`src/hw/rtl/bfha_pkg.sv`:
```
// Shared constants, types and codes of the best-fit heap allocator.
`timescale 1ns / 1ps
package bfha_pkg;

    localparam int NB        = 64;
    localparam int IDX_W     = $clog2(NB);
    localparam int OFF_W     = 29;
    localparam int SZ_W      = 28;
    localparam int REC_W     = 7;
    localparam int ALN_W     = 33;
    localparam int WORD_W    = 2 * SZ_W + REC_W;

    localparam logic [OFF_W-1:0] HEAP_BYTES     = 29'd268435456;
    localparam logic [SZ_W-1:0]  HEAP_USER      = 28'd268435416;
    localparam logic [SZ_W-1:0]  BLOCK_OVERHEAD = 28'd40;
    localparam logic [SZ_W-1:0]  SPLIT_TAKE     = 28'd40;
    localparam logic [OFF_W-1:0] HEAD_BYTES     = 29'd36;
    localparam logic [ALN_W-1:0] MIN_UNIT       = 33'd128;
    localparam logic [ALN_W-1:0] ALIGN_MASK     = 33'd7;
    localparam logic [ALN_W:0]   SPLIT_MARGIN   = 34'd168;

    localparam logic [1:0] MODE_ALLOC  = 2'd0;
    localparam logic [1:0] MODE_FREE   = 2'd1;
    localparam logic [1:0] MODE_REINIT = 2'd2;
    localparam logic [1:0] MODE_SPARE  = 2'd3;

    localparam logic [2:0] ST_OK      = 3'd0;
    localparam logic [2:0] ST_IGNORED = 3'd1;
    localparam logic [2:0] ST_NOMEM   = 3'd2;
    localparam logic [2:0] ST_INVALID = 3'd3;
    localparam logic [2:0] ST_DOUBLE  = 3'd4;
    localparam logic [2:0] ST_REINIT  = 3'd5;

    localparam logic [2:0] OP_SCAN_BEST   = 3'd0;
    localparam logic [2:0] OP_SCAN_FIND   = 3'd1;
    localparam logic [2:0] OP_SCAN_NEXT   = 3'd2;
    localparam logic [2:0] OP_UNLINK_BEST = 3'd3;
    localparam logic [2:0] OP_LINK_SLOT   = 3'd4;
    localparam logic [2:0] OP_LINK_BLK    = 3'd5;
    localparam logic [2:0] OP_UNLINK_NEXT = 3'd6;

    typedef struct packed {
        logic [1:0]       mode;
        logic [31:0]      request_size;
        logic [OFF_W-1:0] user_offset;
    } req_t;

    typedef struct packed {
        logic [OFF_W-1:0] result_offset;
        logic [2:0]       status;
    } rsp_t;

    typedef struct packed {
        logic       load;
        logic       init;
        logic       start;
        logic [2:0] op;
        logic       out_load;
        logic [2:0] out_status;
        logic       out_ptr;
    } dp_cmd_t;

    typedef struct packed {
        logic       busy;
        logic       done;
        logic [1:0] mode;
        logic       req_zero;
        logic       off_zero;
        logic       a_found;
        logic       a_free;
        logic       split_ok;
        logic       nxt_out;
        logic       b_found;
    } dp_stat_t;

endpackage

```
`src/hw/rtl/bfha_ctrl.sv`:
```
// Controller: request sequencing through scans and sweeps, response handshake.
`timescale 1ns / 1ps
module bfha_ctrl
    import bfha_pkg::*;
(
    input  logic     clk,
    input  logic     rst_n,
    input  logic     req_valid,
    output logic     req_ready,
    output logic     rsp_valid,
    input  logic     rsp_ready,
    input  dp_stat_t stat,
    output dp_cmd_t  cmd
);

    localparam logic [3:0] S_RST   = 4'd0;
    localparam logic [3:0] S_IDLE  = 4'd1;
    localparam logic [3:0] S_DEC   = 4'd2;
    localparam logic [3:0] S_ASCAN = 4'd3;
    localparam logic [3:0] S_ACHK  = 4'd4;
    localparam logic [3:0] S_AUNL  = 4'd5;
    localparam logic [3:0] S_ASPL  = 4'd6;
    localparam logic [3:0] S_ALNK  = 4'd7;
    localparam logic [3:0] S_FFIND = 4'd8;
    localparam logic [3:0] S_FCHK  = 4'd9;
    localparam logic [3:0] S_FLNK  = 4'd10;
    localparam logic [3:0] S_FNCHK = 4'd11;
    localparam logic [3:0] S_FNXT  = 4'd12;
    localparam logic [3:0] S_FMCHK = 4'd13;
    localparam logic [3:0] S_FUNL  = 4'd14;
    localparam logic [3:0] S_OUT   = 4'd15;

    logic [3:0] state_reg, state_next;
    logic [2:0] st_reg, st_next;
    logic       ptr_reg, ptr_next;
    logic       rsp_valid_reg, rsp_valid_next;

    always_comb
    begin
        state_next = state_reg;
        st_next    = st_reg;
        ptr_next   = ptr_reg;
        cmd        = '0;
        unique case (state_reg)
            S_RST:
            begin
                cmd.init   = 1'b1;
                state_next = S_IDLE;
            end
            S_IDLE:
            begin
                if (req_valid)
                begin
                    cmd.load   = 1'b1;
                    state_next = S_DEC;
                end
            end
            S_DEC:
            begin
                ptr_next   = 1'b0;
                st_next    = ST_IGNORED;
                state_next = S_OUT;
                priority if (stat.mode == MODE_ALLOC && !stat.req_zero)
                begin
                    cmd.start  = 1'b1;
                    cmd.op     = OP_SCAN_BEST;
                    state_next = S_ASCAN;
                end
                else if (stat.mode == MODE_FREE && !stat.off_zero)
                begin
                    cmd.start  = 1'b1;
                    cmd.op     = OP_SCAN_FIND;
                    state_next = S_FFIND;
                end
                else if (stat.mode == MODE_REINIT)
                begin
                    cmd.init = 1'b1;
                    st_next  = ST_REINIT;
                end
                else
                begin
                end
            end
            S_ASCAN:
            begin
                if (stat.done)
                begin
                    state_next = S_ACHK;
                end
            end
            S_ACHK:
            begin
                if (!stat.a_found)
                begin
                    st_next    = ST_NOMEM;
                    state_next = S_OUT;
                end
                else
                begin
                    cmd.start  = 1'b1;
                    cmd.op     = OP_UNLINK_BEST;
                    state_next = S_AUNL;
                end
            end
            S_AUNL:
            begin
                if (stat.done)
                begin
                    state_next = S_ASPL;
                end
            end
            S_ASPL:
            begin
                st_next  = ST_OK;
                ptr_next = 1'b1;
                if (stat.split_ok)
                begin
                    cmd.start  = 1'b1;
                    cmd.op     = OP_LINK_SLOT;
                    state_next = S_ALNK;
                end
                else
                begin
                    state_next = S_OUT;
                end
            end
            S_ALNK, S_FUNL:
            begin
                st_next = ST_OK;
                if (stat.done)
                begin
                    state_next = S_OUT;
                end
            end
            S_FFIND:
            begin
                if (stat.done)
                begin
                    state_next = S_FCHK;
                end
            end
            S_FCHK:
            begin
                priority if (!stat.a_found)
                begin
                    st_next    = ST_INVALID;
                    state_next = S_OUT;
                end
                else if (stat.a_free)
                begin
                    st_next    = ST_DOUBLE;
                    state_next = S_OUT;
                end
                else
                begin
                    cmd.start  = 1'b1;
                    cmd.op     = OP_LINK_BLK;
                    state_next = S_FLNK;
                end
            end
            S_FLNK:
            begin
                if (stat.done)
                begin
                    state_next = S_FNCHK;
                end
            end
            S_FNCHK:
            begin
                st_next = ST_OK;
                if (stat.nxt_out)
                begin
                    state_next = S_OUT;
                end
                else
                begin
                    cmd.start  = 1'b1;
                    cmd.op     = OP_SCAN_NEXT;
                    state_next = S_FNXT;
                end
            end
            S_FNXT:
            begin
                if (stat.done)
                begin
                    state_next = S_FMCHK;
                end
            end
            S_FMCHK:
            begin
                st_next = ST_OK;
                if (stat.b_found)
                begin
                    cmd.start  = 1'b1;
                    cmd.op     = OP_UNLINK_NEXT;
                    state_next = S_FUNL;
                end
                else
                begin
                    state_next = S_OUT;
                end
            end
            S_OUT:
            begin
                // Hold until the response register is free
                if (!rsp_valid_reg || rsp_ready)
                begin
                    cmd.out_load   = 1'b1;
                    cmd.out_status = st_reg;
                    cmd.out_ptr    = ptr_reg;
                    state_next     = S_IDLE;
                end
            end
            default:
            begin
                state_next = S_IDLE;
            end
        endcase
    end

    always_comb
    begin
        rsp_valid_next = rsp_valid_reg;
        if (cmd.out_load)
        begin
            rsp_valid_next = 1'b1;
        end
        else if (rsp_ready)
        begin
            rsp_valid_next = 1'b0;
        end
    end

    always_ff @(posedge clk or negedge rst_n)
    begin
        if (!rst_n)
        begin
            state_reg     <= S_RST;
            st_reg        <= ST_OK;
            ptr_reg       <= 1'b0;
            rsp_valid_reg <= 1'b0;
        end
        else
        begin
            state_reg     <= state_next;
            st_reg        <= st_next;
            ptr_reg       <= ptr_next;
            rsp_valid_reg <= rsp_valid_next;
        end
    end

    assign req_ready = state_reg == S_IDLE;
    assign rsp_valid = rsp_valid_reg;

endmodule

```
`config.mk`:
```
export PLATFORM = sky130hd
export DESIGN_NAME = bfha_ctrl
export DESIGN_NICKNAME = d
export VERILOG_FILES = /design/src/hw/rtl/bfha_pkg.sv /design/src/hw/rtl/bfha_ctrl.sv
export SDC_FILE = /design/constraint.sdc
export NUM_CORES = 1
export LEC_CHECK = 0
export BUFFER_PORTS_ARGS = -buffer_cell sky130_fd_sc_hd__buf_2
export CAP_MARGIN = 20
export CORE_UTILIZATION = 25
export CTS_BUF_LIST = sky130_fd_sc_hd__clkbuf_16
export DETAILED_ROUTE_END_ITERATION = 10
export SYNTH_ARGS = -nofsm -noshare
export SYNTH_HDL_FRONTEND = slang
export SYNTH_SLANG_ARGS = --single-unit
```
`constraint.sdc`:
```
create_clock -name clk -period 2.05 [get_ports clk]
set_input_delay 0.205 -clock clk [delete_from_list [all_inputs] [get_ports clk]]
set_output_delay 0.205 -clock clk [all_outputs]
set_load 0.1 [all_outputs]
```
==> reports/results.ini <==
[pwr]
ir_drop_uv = 417
seq_power_share_pct = 11.6
swShare_pct = 52.6
p_int_mw = 1.36
p_clk_share_pct = 11.9
power_leakage_nw = 0.631
p_per_area_nw_per_um2 = 1950
p_switching_mw = 1.51
p_comb_share_pct = 76.5

[sta]
post-route-min-period_ns = 1.98
setup_viol = 0
max_slew_margin_pct = 67.9
fmax_mhz = 505
worst_pin_slew_ns = 0.486
fin_hold_ws_ns = 0.263
fin_crit_sh_pct = 96.5
finalMaxSlewViolations = 0
fin_setup_tns_ns = 0
worst_slack_ns = 0.0708
rsz0062_at_grt = false
hold_viol = 0
finalClockSkew_ns = 0.00233

[layout]
final_cell_count_no_fill = 202
largest_register_ff_count = 4
drive_above_1_share_pct = 43.6
diodes = 0
finalNetCount = 172
nFillCells = 341
area_growth_pct = 61.0

[logic_synthesis]
syn_area_per_cell_um2 = 7.86
ys_warn_count = 0
yosysTopAreaCell = dfrtp_1
ys_top_cells_by_area = dfrtp_1, a21oi_1, buf_6
synth.top_cell.area_share_pct = 24.7
ys_seq_area_share_pct = 24.7
synth_seq_cells = 9
yosysMostFrequentCell = a21oi_1
synth_top_flop_cell = dfrtp_1
synth_area_um2 = 912
ys_async_sr_fraction_pct = 100
synth-edff-count = 0
syn-num-nets = 131
ys_types = 40
syn_inst = 116
synth_common_cells = a21oi_1, nor2_1, dfrtp_1, nand2_1, o21ai_0

[run]
maxCapViolCount = 0

[setup_path]
arrival_ns = 1.77
crit_required_ns = 1.85
critPathKind = flip-flop to primary output
cp_max_fo = 5
worstSetupStartpointType = flip-flop
cp-end-kind = primary output

[route]
drt-initial-drc-count = 32
wirelength_um = 2720
drtPass1Iterations = 4
drc = 0
via_per_inst = 4.96
wire_per_inst_um = 13.5
antenna_left = 0
vias = 1001

[floorplanning]
io_pins = 28
die_w_um = 62.4
core-area_um2 = 3420
dieHeight_um = 62.4
start_util_pct = 26.7
die_area_um2 = 3890
num_rows = 21

[cts]
cts-root-buf = clkbuf_16
worstSkewPairLatency_ns = 0.24
cts_htree_levels = 1
cts_sinks = 9
clockBufferDepth = 2
numCtsBuffers = 3
cts.reportedPaths.clkPinSlew_ns = 0.04
cts_tree = done

[global_routing]
grt_util_all_layers_pct = 14.1
grt_pass1_vias = 944
grt_overflow = 0
grt_antenna_before_repair = 0
grt_pass1_wl_um = 4330
grt_max_degree = 12

[placed_design]
place_congestion = 0.817
dpl.cell_count = 196
dp_hpwl_um = 2160
io_buffer_count = 26
place_ws_ns = 0.120

[outcome]
status = finished, final reports clean

[hold_path]
hp-class = input pin to flip-flop

-- final timing paths --
check | to | startpoint | cells past startpoint | slack (ns)
min in group asynchronous | state_reg[2] | rst_n | 2 | 0.36
max in group asynchronous | st_reg[2] | rst_n | 2 | 1.50
min | state_reg[0] | stat[9] | 3 | 0.26
max reg2reg | state_reg[3] | state_reg[2] | 8 | 0.15
max | cmd[8] | state_reg[2] | 6 | 0.07
min reg2reg | st_reg[1] | st_reg[1] | 2 | 0.47
-- placed cells by master (no fill, tap or decap), types with 4 or more instances in the layout --
| master | synthesis | routed |
|---|---|---|
| nand2b_1 | 6 | 6 |
| nor2_1 | 10 | 10 |
| buf_4 | 1 | 17 |
| buf_2 | 2 | 16 |
| inv_1 | 6 | 7 |
| dfrtp_1 | 9 | 9 |
| o21ai_0 | 8 | 7 |
| a21oi_1 | 15 | 14 |
| buf_12 | 0 | 10 |
| and2_2 | 0 | 4 |
| nand2_1 | 9 | 9 |
-- area by class of cell --
type | instances | area [um^2] | share of cell area (%)
multi-input combinational | 92 | 663 | 45.1
timing repair buffer | 44 | 418 | 28.4
sequential | 9 | 225 | 15.3
clock buffer | 3 | 75.1 | 5.11
tap | 46 | 57.6 | 3.92
inverter | 7 | 26.3 | 1.79
clock inverter | 1 | 3.75 | 0.256
-- metrics by stage --
| step | cell area, um^2 | utilization, % | power, mW |
|---|---|---|---|
| global placement | 1340 | 39.1 | 2.40 |
| finish | 1470 | 43.0 | 2.87 |
| global route | 1470 | 43.0 | 3.02 |
| CTS | 1440 | 42.2 | 2.81 |
| floorplan | 967 | - | 1.89 |
| detailed placement | 1340 | 39.1 | 2.43 |
-- repair_timing --
item / CTS / global route
resized for setup: 4 / 5
endpoints found under the hold margin: 9 / 0
setup endpoints to repair: 5 / 5
hold buffers: 1 / 0
setup buffers: 0 / 1
-- worst max-delay path, stage by stage (launching register included) --
cell and delay, ns:
dfrtp_1 0.40, buf_4 0.17, nand2_2 0.12, nor2_1 0.06, a22oi_2 0.20, or3b_4 0.41, buf_12 0.17
-- routing by layer --
layer  vias up  global-route usage [%]  wire, um
li1        502                       -         -
met1       466                    16.5      1180
met2        30                    24.9      1410
met3         3                    3.10       113
met4         0                    5.52        16
met5         -                       0         0
-- logic make-up after synthesis --
kind of cell | after synthesis | share of synthesized area [%]
AOI/OAI and AO/OA | 47 | 37.4
DFF | 9 | 24.7
and+or+nand+nor | 45 | 26.9
buffers and inverters | 15 | 11.0
-- power by group through the flow --
| stage | Combinational (mW) | Clock, mW | Sequential [mW] |
|---|---|---|---|
| final | 2.19 | 0.342 | 0.332 |
| after global routing | 2.32 | 0.358 | 0.340 |
| after CTS | 2.13 | 0.344 | 0.332 |
| after detailed placement | 2.09 | 0 | 0.332 |
| after global placement | 2.07 | 0 | 0.331 |
| after floorplan | 1.52 | 0 | 0.369 |
No activity file was read; power rests on OpenSTA's default activity.
